$ cat config.mk
export PLATFORM = sky130hd
export DESIGN_NAME = xml_element_tokenizer_flat
export DESIGN_NICKNAME = d
export VERILOG_FILES = /design/src/sv/xet_pkg.sv /design/src/sv/xet_if.sv /design/src/sv/xet_ctrl.sv /design/src/sv/xet_dp.sv /design/src/sv/xml_element_tokenizer.sv /design/src/flat_wrapper.sv
export SDC_FILE = /design/constraint.sdc
export NUM_CORES = 1
export LEC_CHECK = 0
export ABC_AREA = 1
export BUFFER_PORTS_ARGS = -buffer_cell sky130_fd_sc_hd__buf_2
export CORE_ASPECT_RATIO = 1.1
export CORE_MARGIN = 2
export CORE_UTILIZATION = 40
export CTS_BUF_LIST = sky130_fd_sc_hd__clkbuf_2
export DETAILED_ROUTE_END_ITERATION = 8
export SLEW_MARGIN = 30
export SYNTH_ARGS = -nofsm -noshare
export SYNTH_HDL_FRONTEND = slang
export SYNTH_SLANG_ARGS = --single-unit
$ cat constraint.sdc
create_clock -name clock -period 2.2 [get_ports clock]
set_input_delay 0.33 -clock clock [delete_from_list [all_inputs] [get_ports clock]]
set_output_delay 0.33 -clock clock [all_outputs]
set_load 0.01 [all_outputs]
$ cat src/sv/xet_pkg.sv
// Shared types, constants and helpers for the XML element tokenizer.
`timescale 1ns / 1ps
`default_nettype none
package xet_pkg;

   localparam int BLANK_DEPTH = 32;
   localparam int CNT_W       = $clog2(BLANK_DEPTH + 1);
   localparam int ADDR_W      = (BLANK_DEPTH > 1) ? $clog2(BLANK_DEPTH) : 1;

   localparam logic [7:0] CH_LT    = 8'h3C;
   localparam logic [7:0] CH_QMARK = 8'h3F;
   localparam logic [7:0] CH_BANG  = 8'h21;
   localparam logic [7:0] CH_DASH  = 8'h2D;
   localparam logic [7:0] CH_GT    = 8'h3E;
   localparam logic [7:0] CH_SLASH = 8'h2F;

   localparam logic ACT_DATA = 1'b0;
   localparam logic ACT_EOS  = 1'b1;

   localparam logic [1:0] RK_CONTENT = 2'd0;
   localparam logic [1:0] RK_ELEMENT = 2'd1;
   localparam logic [1:0] RK_EOS     = 2'd2;

   localparam logic [1:0] EK_TEXT    = 2'd0;
   localparam logic [1:0] EK_TAG     = 2'd1;
   localparam logic [1:0] EK_DECL    = 2'd2;
   localparam logic [1:0] EK_COMMENT = 2'd3;

   typedef enum logic [3:0] {
      M_IDLE, M_LT, M_TAG, M_DECL, M_SKIP, M_BANG1, M_BANG2, M_COMMENT, M_DASH1, M_DASH2
   } mode_type;

   typedef struct packed {
      logic [7:0] out_byte;
      logic [1:0] record_kind;
      logic [1:0] element_kind;
      logic       is_start;
      logic       is_end;
      logic       ws_lost;
      logic       last;
   } rsp_type;

   typedef struct packed {
      logic accept;
      logic emit_blank;
      logic emit_tail;
      logic emit_held;
      logic emit_cur;
      logic emit_eof;
   } cmd_type;

   typedef struct packed {
      logic plan_flush;
      logic plan_dash;
      logic plan_eof;
      logic flush_last;
      logic rsp_free;
   } stat_type;

   function automatic logic is_blank(input logic [7:0] b);
      return (b == 8'h20) || (b == 8'h09) || (b == 8'h0A) || (b == 8'h0B) ||
             (b == 8'h0C) || (b == 8'h0D);
   endfunction

endpackage
`default_nettype wire

$ cat src/sv/xet_if.sv
// Request and response channel interfaces of the XML element tokenizer.
`timescale 1ns / 1ps
`default_nettype none
interface xet_req_if;
   logic       valid;
   logic       ready;
   logic       action;
   logic [7:0] in_byte;

   modport source (output valid, output action, output in_byte, input ready);
   modport sink (input valid, input action, input in_byte, output ready);
endinterface

interface xet_rsp_if;
   logic       valid;
   logic       ready;
   logic [7:0] out_byte;
   logic [1:0] record_kind;
   logic [1:0] element_kind;
   logic       is_start;
   logic       is_end;
   logic       ws_lost;
   logic       last;

   modport source (output valid, output out_byte, output record_kind, output element_kind,
                   output is_start, output is_end, output ws_lost, output last, input ready);
   modport sink (input valid, input out_byte, input record_kind, input element_kind,
                 input is_start, input is_end, input ws_lost, input last, output ready);
endinterface
`default_nettype wire

$ cat src/sv/xet_ctrl.sv
// Sequencer that accepts beats and steps through multi-result emissions.
`timescale 1ns / 1ps
`default_nettype none
module xet_ctrl (
   input  wire                 clock,
   input  wire                 reset,
   input  wire                 req_valid,
   output logic                req_ready,
   input  xet_pkg::stat_type   stat,
   output xet_pkg::cmd_type    cmd
);
   import xet_pkg::*;

   typedef enum logic [2:0] {
      ST_ACCEPT, ST_FLUSH_RD, ST_FLUSH_EMIT, ST_TAIL, ST_HELD, ST_CUR, ST_EOF
   } state_type;

   state_type state_ff;
   state_type state_in;

   always_comb begin
      cmd       = '0;
      state_in  = state_ff;
      req_ready = 1'b0;
      case (state_ff)
         ST_ACCEPT: begin
            req_ready = stat.rsp_free;
            if (req_valid && stat.rsp_free) begin
               cmd.accept = 1'b1;
               if (stat.plan_flush) begin
                  state_in = ST_FLUSH_RD;
               end else if (stat.plan_dash) begin
                  state_in = ST_HELD;
               end else if (stat.plan_eof) begin
                  state_in = ST_EOF;
               end
            end
         end
         ST_FLUSH_RD: begin
            state_in = ST_FLUSH_EMIT;
         end
         ST_FLUSH_EMIT: begin
            if (stat.rsp_free) begin
               cmd.emit_blank = 1'b1;
               state_in = stat.flush_last ? ST_TAIL : ST_FLUSH_RD;
            end
         end
         ST_TAIL: begin
            if (stat.rsp_free) begin
               cmd.emit_tail = 1'b1;
               state_in = ST_ACCEPT;
            end
         end
         ST_HELD: begin
            if (stat.rsp_free) begin
               cmd.emit_held = 1'b1;
               state_in = ST_CUR;
            end
         end
         ST_CUR: begin
            if (stat.rsp_free) begin
               cmd.emit_cur = 1'b1;
               state_in = ST_ACCEPT;
            end
         end
         ST_EOF: begin
            if (stat.rsp_free) begin
               cmd.emit_eof = 1'b1;
               state_in = ST_ACCEPT;
            end
         end
         default: begin
            state_in = ST_ACCEPT;
         end
      endcase
   end

   always_ff @(posedge clock) begin
      if (reset) begin
         state_ff <= ST_ACCEPT;
      end else begin
         state_ff <= state_in;
      end
   end

endmodule
`default_nettype wire

$ cat src/sv/xet_dp.sv
// Parse state, pending blank buffer and response register.
`timescale 1ns / 1ps
`default_nettype none
module xet_dp (
   input  wire                 clock,
   input  wire                 reset,
   input  wire                 req_action,
   input  wire  [7:0]          req_in_byte,
   input  wire                 rsp_ready,
   output logic                rsp_valid,
   output xet_pkg::rsp_type    rsp_data,
   input  xet_pkg::cmd_type    cmd,
   output xet_pkg::stat_type   stat
);
   import xet_pkg::*;

   logic [7:0] blank_mem [BLANK_DEPTH];

   mode_type          mode_ff, mode_in;
   logic              start_ff, start_in;
   logic              end_ff, end_in;
   logic              text_ff, text_in;
   logic [7:0]        held_ff, held_in;
   logic [CNT_W-1:0]  count_ff, count_in;
   logic              drop_ff, drop_in;
   logic [7:0]        cur_ff, cur_in;
   logic              lost_ff, lost_in;
   logic [CNT_W-1:0]  ptr_ff;
   logic [7:0]        rd_data_ff;
   logic              rsp_valid_ff;
   rsp_type           rsp_ff;

   logic              wr_en;
   logic              r0_valid;
   rsp_type           r0;
   logic              plan_flush, plan_dash, plan_eof;
   logic              load;
   rsp_type           load_data;

   function automatic rsp_type content(input logic [7:0] b, input logic [1:0] ek,
                                       input logic lost, input logic lst);
      rsp_type r;
      r              = '0;
      r.out_byte     = b;
      r.record_kind  = RK_CONTENT;
      r.element_kind = ek;
      r.ws_lost      = lost;
      r.last         = lst;
      return r;
   endfunction

   function automatic rsp_type element(input logic [1:0] ek, input logic s, input logic e,
                                       input logic lst);
      rsp_type r;
      r              = '0;
      r.record_kind  = RK_ELEMENT;
      r.element_kind = ek;
      r.is_start     = s;
      r.is_end       = e;
      r.last         = lst;
      return r;
   endfunction

   // Effect of the beat offered on the request channel.
   always_comb begin
      mode_in    = mode_ff;
      start_in   = start_ff;
      end_in     = end_ff;
      text_in    = text_ff;
      held_in    = held_ff;
      count_in   = count_ff;
      drop_in    = drop_ff;
      cur_in     = cur_ff;
      lost_in    = lost_ff;
      wr_en      = 1'b0;
      r0_valid   = 1'b0;
      r0         = '0;
      plan_flush = 1'b0;
      plan_dash  = 1'b0;
      plan_eof   = 1'b0;
      if (req_action == ACT_EOS) begin
         r0_valid = 1'b1;
         if (mode_ff == M_IDLE && text_ff) begin
            r0       = element(EK_TEXT, 1'b1, 1'b1, 1'b0);
            plan_eof = 1'b1;
         end else begin
            r0.record_kind = RK_EOS;
            r0.last        = 1'b1;
         end
         mode_in  = M_IDLE;
         start_in = 1'b0;
         end_in   = 1'b0;
         held_in  = '0;
         text_in  = 1'b0;
         count_in = '0;
         drop_in  = 1'b0;
      end else begin
         case (mode_ff)
            M_LT: begin
               if (req_in_byte == CH_QMARK) begin
                  mode_in = M_DECL;
               end else if (req_in_byte == CH_BANG) begin
                  mode_in = M_BANG1;
               end else if (req_in_byte == CH_SLASH) begin
                  start_in = 1'b0;
                  end_in   = 1'b1;
                  mode_in  = M_TAG;
               end else if (req_in_byte == CH_GT) begin
                  r0_valid = 1'b1;
                  r0       = element(EK_TAG, 1'b1, 1'b0, 1'b1);
                  start_in = 1'b0;
                  end_in   = 1'b0;
                  mode_in  = M_IDLE;
               end else begin
                  r0_valid = 1'b1;
                  r0       = content(req_in_byte, EK_TAG, 1'b0, 1'b1);
                  start_in = 1'b1;
                  end_in   = 1'b0;
                  mode_in  = M_TAG;
               end
            end
            M_TAG: begin
               if (req_in_byte == CH_SLASH) begin
                  end_in = 1'b1;
               end else if (req_in_byte == CH_GT) begin
                  r0_valid = 1'b1;
                  r0       = element(EK_TAG, start_ff, end_ff, 1'b1);
                  start_in = 1'b0;
                  end_in   = 1'b0;
                  mode_in  = M_IDLE;
               end else begin
                  r0_valid = 1'b1;
                  r0       = content(req_in_byte, EK_TAG, 1'b0, 1'b1);
               end
            end
            M_DECL: begin
               r0_valid = 1'b1;
               if (req_in_byte == CH_QMARK) begin
                  r0      = element(EK_DECL, 1'b1, 1'b1, 1'b1);
                  mode_in = M_SKIP;
               end else begin
                  r0 = content(req_in_byte, EK_DECL, 1'b0, 1'b1);
               end
            end
            M_SKIP: begin
               mode_in = M_IDLE;
            end
            M_BANG1: begin
               mode_in = M_BANG2;
            end
            M_BANG2: begin
               mode_in = M_COMMENT;
            end
            M_COMMENT: begin
               if (req_in_byte == CH_DASH) begin
                  mode_in = M_DASH1;
               end else begin
                  r0_valid = 1'b1;
                  r0       = content(req_in_byte, EK_COMMENT, 1'b0, 1'b1);
               end
            end
            M_DASH1: begin
               held_in = req_in_byte;
               mode_in = M_DASH2;
            end
            M_DASH2: begin
               r0_valid = 1'b1;
               if (held_ff == CH_DASH && req_in_byte == CH_GT) begin
                  r0      = element(EK_COMMENT, 1'b1, 1'b1, 1'b1);
                  mode_in = M_IDLE;
               end else begin
                  r0        = content(CH_DASH, EK_COMMENT, 1'b0, 1'b0);
                  cur_in    = req_in_byte;
                  plan_dash = 1'b1;
                  mode_in   = M_COMMENT;
               end
            end
            default: begin
               mode_in = M_IDLE;
               if (req_in_byte == CH_LT) begin
                  if (text_ff) begin
                     r0_valid = 1'b1;
                     r0       = element(EK_TEXT, 1'b1, 1'b1, 1'b1);
                  end
                  text_in  = 1'b0;
                  count_in = '0;
                  drop_in  = 1'b0;
                  mode_in  = M_LT;
               end else if (is_blank(req_in_byte)) begin
                  if (text_ff) begin
                     if (count_ff < CNT_W'(BLANK_DEPTH)) begin
                        wr_en    = 1'b1;
                        count_in = count_ff + CNT_W'(1);
                     end else begin
                        drop_in = 1'b1;
                     end
                  end
               end else begin
                  text_in = 1'b1;
                  drop_in = 1'b0;
                  if (count_ff != '0) begin
                     cur_in     = req_in_byte;
                     lost_in    = drop_ff;
                     plan_flush = 1'b1;
                  end else begin
                     r0_valid = 1'b1;
                     r0       = content(req_in_byte, EK_TEXT, drop_ff, 1'b1);
                  end
               end
            end
         endcase
      end
   end

   always_comb begin
      load      = 1'b1;
      load_data = '0;
      if (cmd.accept) begin
         load      = r0_valid;
         load_data = r0;
      end else if (cmd.emit_blank) begin
         load_data = content(rd_data_ff, EK_TEXT, lost_ff, 1'b0);
      end else if (cmd.emit_tail) begin
         load_data = content(cur_ff, EK_TEXT, lost_ff, 1'b1);
      end else if (cmd.emit_held) begin
         load_data = content(held_ff, EK_COMMENT, 1'b0, 1'b0);
      end else if (cmd.emit_cur) begin
         load_data = content(cur_ff, EK_COMMENT, 1'b0, 1'b1);
      end else if (cmd.emit_eof) begin
         load_data.record_kind = RK_EOS;
         load_data.last        = 1'b1;
      end else begin
         load = 1'b0;
      end
   end

   always_ff @(posedge clock) begin
      if (cmd.accept && wr_en) begin
         blank_mem[count_ff[ADDR_W-1:0]] <= req_in_byte;
      end
      rd_data_ff <= blank_mem[ptr_ff[ADDR_W-1:0]];
   end

   always_ff @(posedge clock) begin
      if (reset) begin
         mode_ff      <= M_IDLE;
         start_ff     <= 1'b0;
         end_ff       <= 1'b0;
         text_ff      <= 1'b0;
         held_ff      <= '0;
         count_ff     <= '0;
         drop_ff      <= 1'b0;
         lost_ff      <= 1'b0;
         ptr_ff       <= '0;
         rsp_valid_ff <= 1'b0;
      end else begin
         if (cmd.accept) begin
            mode_ff  <= mode_in;
            start_ff <= start_in;
            end_ff   <= end_in;
            text_ff  <= text_in;
            held_ff  <= held_in;
            count_ff <= count_in;
            drop_ff  <= drop_in;
            lost_ff  <= lost_in;
            ptr_ff   <= '0;
         end else if (cmd.emit_blank) begin
            ptr_ff <= ptr_ff + CNT_W'(1);
         end else if (cmd.emit_tail) begin
            count_ff <= '0;
         end
         if (load) begin
            rsp_valid_ff <= 1'b1;
         end else if (rsp_ready) begin
            rsp_valid_ff <= 1'b0;
         end
      end
   end

   always_ff @(posedge clock) begin
      if (cmd.accept) begin
         cur_ff <= cur_in;
      end
      if (load) begin
         rsp_ff <= load_data;
      end
   end

   assign rsp_valid       = rsp_valid_ff;
   assign rsp_data        = rsp_ff;
   assign stat.plan_flush = plan_flush;
   assign stat.plan_dash  = plan_dash;
   assign stat.plan_eof   = plan_eof;
   assign stat.flush_last = (CNT_W'(ptr_ff + CNT_W'(1)) == count_ff);
   assign stat.rsp_free   = !rsp_valid_ff || rsp_ready;

   a_count_bound: assert property (@(posedge clock) disable iff (reset)
      count_ff <= CNT_W'(BLANK_DEPTH))
      else $error("pending blank count beyond buffer depth");

   a_flush_in_range: assert property (@(posedge clock) disable iff (reset)
      cmd.emit_blank |-> (ptr_ff < count_ff))
      else $error("flush read beyond pending blanks");

   a_tail_clears: assert property (@(posedge clock) disable iff (reset)
      cmd.emit_tail |=> (count_ff == '0) && text_ff)
      else $error("pending blanks left after flush");

   a_load_when_free: assert property (@(posedge clock) disable iff (reset)
      load |-> (!rsp_valid_ff || rsp_ready))
      else $error("response register overwritten");

endmodule
`default_nettype wire

$ cat src/sv/xml_element_tokenizer.sv
// Top level of the streaming XML element tokenizer.
// The first result is registered at the accept edge, or in ST_FLUSH_EMIT when blanks flush.
// Throughput: one beat per cycle when a beat has at most one result and no response stalls;
// a comment dash mismatch adds ST_HELD and ST_CUR, end of stream after text adds ST_EOF;
// each buffered blank adds ST_FLUSH_RD (registered read) and ST_FLUSH_EMIT, then ST_TAIL.
// Reset: synchronous, clears the parse state; the blank buffer needs no clearing pass.
`timescale 1ns / 1ps
`default_nettype none
module xml_element_tokenizer (
   input wire        clock,
   input wire        reset,
   xet_req_if.sink   req_bus,
   xet_rsp_if.source rsp_bus
);
   import xet_pkg::*;

   cmd_type  cmd;
   stat_type stat;
   rsp_type  rsp_data;
   logic     rsp_valid;
   logic     req_ready;

   xet_ctrl u_ctrl (
      .clock     (clock),
      .reset     (reset),
      .req_valid (req_bus.valid),
      .req_ready (req_ready),
      .stat      (stat),
      .cmd       (cmd)
   );

   xet_dp u_dp (
      .clock       (clock),
      .reset       (reset),
      .req_action  (req_bus.action),
      .req_in_byte (req_bus.in_byte),
      .rsp_ready   (rsp_bus.ready),
      .rsp_valid   (rsp_valid),
      .rsp_data    (rsp_data),
      .cmd         (cmd),
      .stat        (stat)
   );

   assign req_bus.ready        = req_ready;
   assign rsp_bus.valid        = rsp_valid;
   assign rsp_bus.out_byte     = rsp_data.out_byte;
   assign rsp_bus.record_kind  = rsp_data.record_kind;
   assign rsp_bus.element_kind = rsp_data.element_kind;
   assign rsp_bus.is_start     = rsp_data.is_start;
   assign rsp_bus.is_end       = rsp_data.is_end;
   assign rsp_bus.ws_lost      = rsp_data.ws_lost;
   assign rsp_bus.last         = rsp_data.last;

endmodule
`default_nettype wire

$ cat src/flat_wrapper.sv
// flat-port wrapper written by rule: the top's interface ports become plain ports
module xml_element_tokenizer_flat import xet_pkg::*;
  (clock, reset, req_bus_valid, req_bus_action, req_bus_in_byte, req_bus_ready, rsp_bus_valid, rsp_bus_out_byte, rsp_bus_record_kind, rsp_bus_element_kind, rsp_bus_is_start, rsp_bus_is_end, rsp_bus_ws_lost, rsp_bus_last, rsp_bus_ready);
  xet_req_if req_bus_i ();
  xet_rsp_if rsp_bus_i ();
  input wire clock;
  input wire reset;
  input wire logic [$bits(req_bus_i.valid)-1:0] req_bus_valid;
  input wire logic [$bits(req_bus_i.action)-1:0] req_bus_action;
  input wire logic [$bits(req_bus_i.in_byte)-1:0] req_bus_in_byte;
  output wire logic [$bits(req_bus_i.ready)-1:0] req_bus_ready;
  output wire logic [$bits(rsp_bus_i.valid)-1:0] rsp_bus_valid;
  output wire logic [$bits(rsp_bus_i.out_byte)-1:0] rsp_bus_out_byte;
  output wire logic [$bits(rsp_bus_i.record_kind)-1:0] rsp_bus_record_kind;
  output wire logic [$bits(rsp_bus_i.element_kind)-1:0] rsp_bus_element_kind;
  output wire logic [$bits(rsp_bus_i.is_start)-1:0] rsp_bus_is_start;
  output wire logic [$bits(rsp_bus_i.is_end)-1:0] rsp_bus_is_end;
  output wire logic [$bits(rsp_bus_i.ws_lost)-1:0] rsp_bus_ws_lost;
  output wire logic [$bits(rsp_bus_i.last)-1:0] rsp_bus_last;
  input wire logic [$bits(rsp_bus_i.ready)-1:0] rsp_bus_ready;
  assign req_bus_i.valid = req_bus_valid;
  assign req_bus_i.action = req_bus_action;
  assign req_bus_i.in_byte = req_bus_in_byte;
  assign req_bus_ready = req_bus_i.ready;
  assign rsp_bus_valid = rsp_bus_i.valid;
  assign rsp_bus_out_byte = rsp_bus_i.out_byte;
  assign rsp_bus_record_kind = rsp_bus_i.record_kind;
  assign rsp_bus_element_kind = rsp_bus_i.element_kind;
  assign rsp_bus_is_start = rsp_bus_i.is_start;
  assign rsp_bus_is_end = rsp_bus_i.is_end;
  assign rsp_bus_ws_lost = rsp_bus_i.ws_lost;
  assign rsp_bus_last = rsp_bus_i.last;
  assign rsp_bus_i.ready = rsp_bus_ready;
  xml_element_tokenizer u_core (.clock(clock), .reset(reset), .req_bus(req_bus_i), .rsp_bus(rsp_bus_i));
endmodule
==> results_dict.tcl <==
set metrics [dict create \
    io_pins 31 \
    reg2regPathDepth 10 \
    crit_end "u_core.u_dp.blank_mem[19][7]" \
    avgSynthCellArea_um2 11.0 \
    instances_no_fill 1931 \
    tightest_slew_ps 559 \
    top_usage_layer "met2" \
    grt_start_max_net_pins 57 \
    fmax_ghz 0.472 \
    avgViaCountPerCell 5.48 \
    grt.overflow.total 0 \
    post_cts_buffers 0 \
    antenna_found_initial 3 \
    synth_fa_ha_area_share_pct 0.447 \
    clockBufferDepth 3 \
    critical_path_buf_inv_count 2 \
    synth_top_area_share_pct 60.0 \
    p_int_w 0.00998 \
    r2r_slack_ps 80 \
    initial_utilization_pct 40.7 \
    cp-start-kind "register" \
    die_area_um2 36500 \
    clock_latency_ps 900 \
    drt-total-wl_um 39000 \
    cts_tree "built" \
    ys_types 46 \
    p_leak_nw 5.99 \
    hold_path_class "in2reg" \
    port_buffers 30 \
    path_clk_slew_ps 120 \
    area_delta_synth_final_pct 15.8 \
    worst_slack_ps 79.8 \
    dp_cells 1773 \
    yosysWarnings 0 \
    use_met2_pct 33.8 \
    seq_area_frac_synth_pct 65.9 \
    vias 10600 \
    synthArstFlopShare_pct 0 \
    numCtsBuffers 80 \
    ir_drop_mv 0.369 \
    crit_fanout 8 \
    synth_compound_area_share_pct 13.1 \
    power.switching_w 0.00485 \
    synth_area_um2 14000 \
    dpl.hpwl_um 25800 \
    drt-initial-drc-count 1091 \
    synth_edf_count 280 \
    layout_commonest_cell "edfxtp_1" \
    outcome "finished clean" \
    hold_slack_ps 128 \
    critical_path.startpoint "u_core.u_dp.mode_ff[0]" \
    cap_violations 0 \
    ys_top_cells_by_area "edfxtp_1 (60%), nor2_1 (6.2%), o21ai_0 (6.0%), dfxtp_1 (5.9%), nand2_1 (3.1%)" \
    clkPwrFrac_pct 29.2 \
    ys.flop_type "edfxtp_1" \
    critical_path_class "reg2reg" \
    period_minus_slack_ps 2120 \
    r2r_end "u_core.u_dp.blank_mem[19][7]" \
    fillerInstances 3078 \
    synth_xor_area_share_pct 0.500 \
    cp.arrival_ps 2700 \
    die_w_um 182 \
    grtUsageMet3_pct 4.60 \
    wire_per_inst_um 20.2 \
    clock_sinks 321 \
    grt_setup_unrepaired "true" \
    power_frac_comb_pct 22.4 \
    layout_common_cells "edfxtp_1 (280), nor2_1 (229), o21ai_0 (169)" \
    max_stage_delay_ps 360 \
    hold_viol_final 0 \
    dpl_worst_slack_ps -32.4 \
    final_layout_size_suffix_gt1_share_pct 21.3 \
    placementRows 71 \
    maxSlewViolCount 0 \
    grt_pass1_vias 10500 \
    crit_cells 10 \
    synth_top_family_by_area "simple AND/OR/NAND/NOR gates" \
    synthSimpleGateAreaFrac_pct 16.0 \
    root_buffer "clkbuf_2" \
    fin_skew_ps 54.9 \
    timing.final.crit_share_pct 96.4 \
    core_area_um2 34400 \
    relSlewSlack_pct 62.6 \
    nets 1447 \
    synth.area.mux_share_pct 0 \
    yosys.area.top_type "edfxtp_1" \
    die_h_um 200 \
    gp_congestion 0.913 \
    ys_seq_elements 321 \
    synthCells 1269 \
    grt_pass1_wl_um 60000 \
    setup_viol 0 \
    r2r-start "u_core.u_dp.mode_ff[0]" \
    syn_nets 1287 \
    crit_path_end_kind "register" \
    htreeDepth 3 \
    grt_usage_pct 21.5 \
    crit_family "simple AND/OR/NAND/NOR gates" \
    met1_usage_pct 28.6 \
    powerDensity_nw_per_um2 915 \
    drc 0 \
    final_util_pct 47.2 \
    ant_nets 0 \
    p_sw_share_pct 32.7 \
    critPathSlowestCell "dfxtp_1" \
    cp.required_ps 2780 \
    crit_chain "inv_1 -> nand2_2 -> nand2_2 -> nand3_4 -> nor2_2 -> nand2_4 -> nor2_8 -> nand2_4 -> nor2_1 -> buf_4" \
    dr.pass1.iters 7 \
    seqPwrFrac_pct 48.4 \
]
## worst min-delay path by stage
stage | start | cells past startpoint | slack [ps] | endpoint
3_5_place_dp | u_core.u_dp.end_ff | 2 | 460 | u_core.u_dp.end_ff
3_3_place_gp | u_core.u_dp.start_ff | 2 | 450 | u_core.u_dp.start_ff
4_1_cts | req_bus_in_byte[1] | 2 | 60 | u_core.u_dp.blank_mem[27][1]
2_1_floorplan | req_bus_in_byte[0] | 0 | 430 | u_core.u_dp.blank_mem[0][0]
5_1_grt | req_bus_in_byte[1] | 2 | 50 | u_core.u_dp.blank_mem[12][1]
6_report | req_bus_in_byte[1] | 2 | 130 | u_core.u_dp.blank_mem[5][1]
## cell usage after synthesis, drive strengths merged, types with 4 or more instances
library cell,n
a21oi,47
a31oi,9
buf,28
clkbuf,41
dfxtp,41
edfxtp,280
ha,5
inv,66
nand2,137
nand3,72
nand4,17
nor2,242
nor3,10
nor4,4
o21ai,178
o221ai,44
o22ai,22
xor2,7
## final cells by class
class	count	area, um^2	area share [%]
timing repair buffer	147	1140	7.02
tap	438	548	3.38
antenna	3	7.51	0.0463
sequential	321	9240	57.0
clock buffer	112	561	3.46
multi-input combinational	811	4210	26.0
inverter	68	259	1.60
clock inverter	31	248	1.53
## registers in the layout (all words and copies together) (netlist names)
register,count
u_core.u_ctrl.state_ff,3
u_core.u_dp.blank_mem,256
u_core.u_dp.count_ff,6
u_core.u_dp.cur_ff,8
u_core.u_dp.drop_ff,1
u_core.u_dp.end_ff,1
u_core.u_dp.held_ff,8
u_core.u_dp.lost_ff,1
u_core.u_dp.mode_ff,4
u_core.u_dp.ptr_ff,6
u_core.u_dp.rd_data_ff,8
u_core.u_dp.rsp_data,16
u_core.u_dp.rsp_valid,1
u_core.u_dp.start_ff,1
u_core.u_dp.text_ff,1
## timing repair
item / CTS / global route
hold buffers: 12 / 0
setup endpoints to repair: 1 / 8
hold endpoints to repair: 69 / 0
gates resized for setup: 3 / 5
## power by group through the flow
stage / sequential [W] / combinational, W / clock (W)
finish: 0.00718 / 0.00332 / 0.00433
global route: 0.00722 / 0.00363 / 0.00477
CTS: 0.00718 / 0.00330 / 0.00444
detailed placement: 0.00732 / 0.00327 / 0
global placement: 0.00731 / 0.00327 / 0
floorplan: 0.00734 / 0.00196 / 0
## stage by stage
| step | total power, W | area, um^2 | setup TNS (ps) |
|---|---|---|---|
| finish | 0.0148 | 16200 | 0 |
| global route | 0.0156 | 16200 | -491 |
| CTS | 0.0149 | 16200 | 0 |
| detailed placement | 0.0106 | 15300 | -1450 |
| global placement | 0.0106 | 15300 | 0 |
| floorplan | 0.00929 | 14000 | 0 |
## worst reg2reg max path, stage by stage (launching register included)
cell and delay [ps]:
dfxtp_1 360, inv_1 150, nand2_2 80, nand2_2 100, nand3_4 90, nor2_2 200
nand2_4 100, nor2_8 220, nand2_4 190, nor2_1 140, buf_4 180
## routing by layer
| metal | up-vias | wire length (um) | share of wire [%] |
|---|---|---|---|
| li1 | 4953 | - | - |
| met1 | 5035 | 16600 | 43 |
| met2 | 496 | 18100 | 46 |
| met3 | 92 | 2910 | 7.5 |
| met4 | 0 | 1390 | 3.6 |
| met5 | - | 0 | 0 |
## logic make-up (layout without fill, tap and decap cells)
family,Yosys count,in the layout
simple gates,485,485
flops,321,321
compound gates,313,313
buf+inv,137,358
xor+xnor,8,8
fa+ha+maj,5,5
other cells,0,3
No activity file was read; power rests on OpenSTA's default activity.
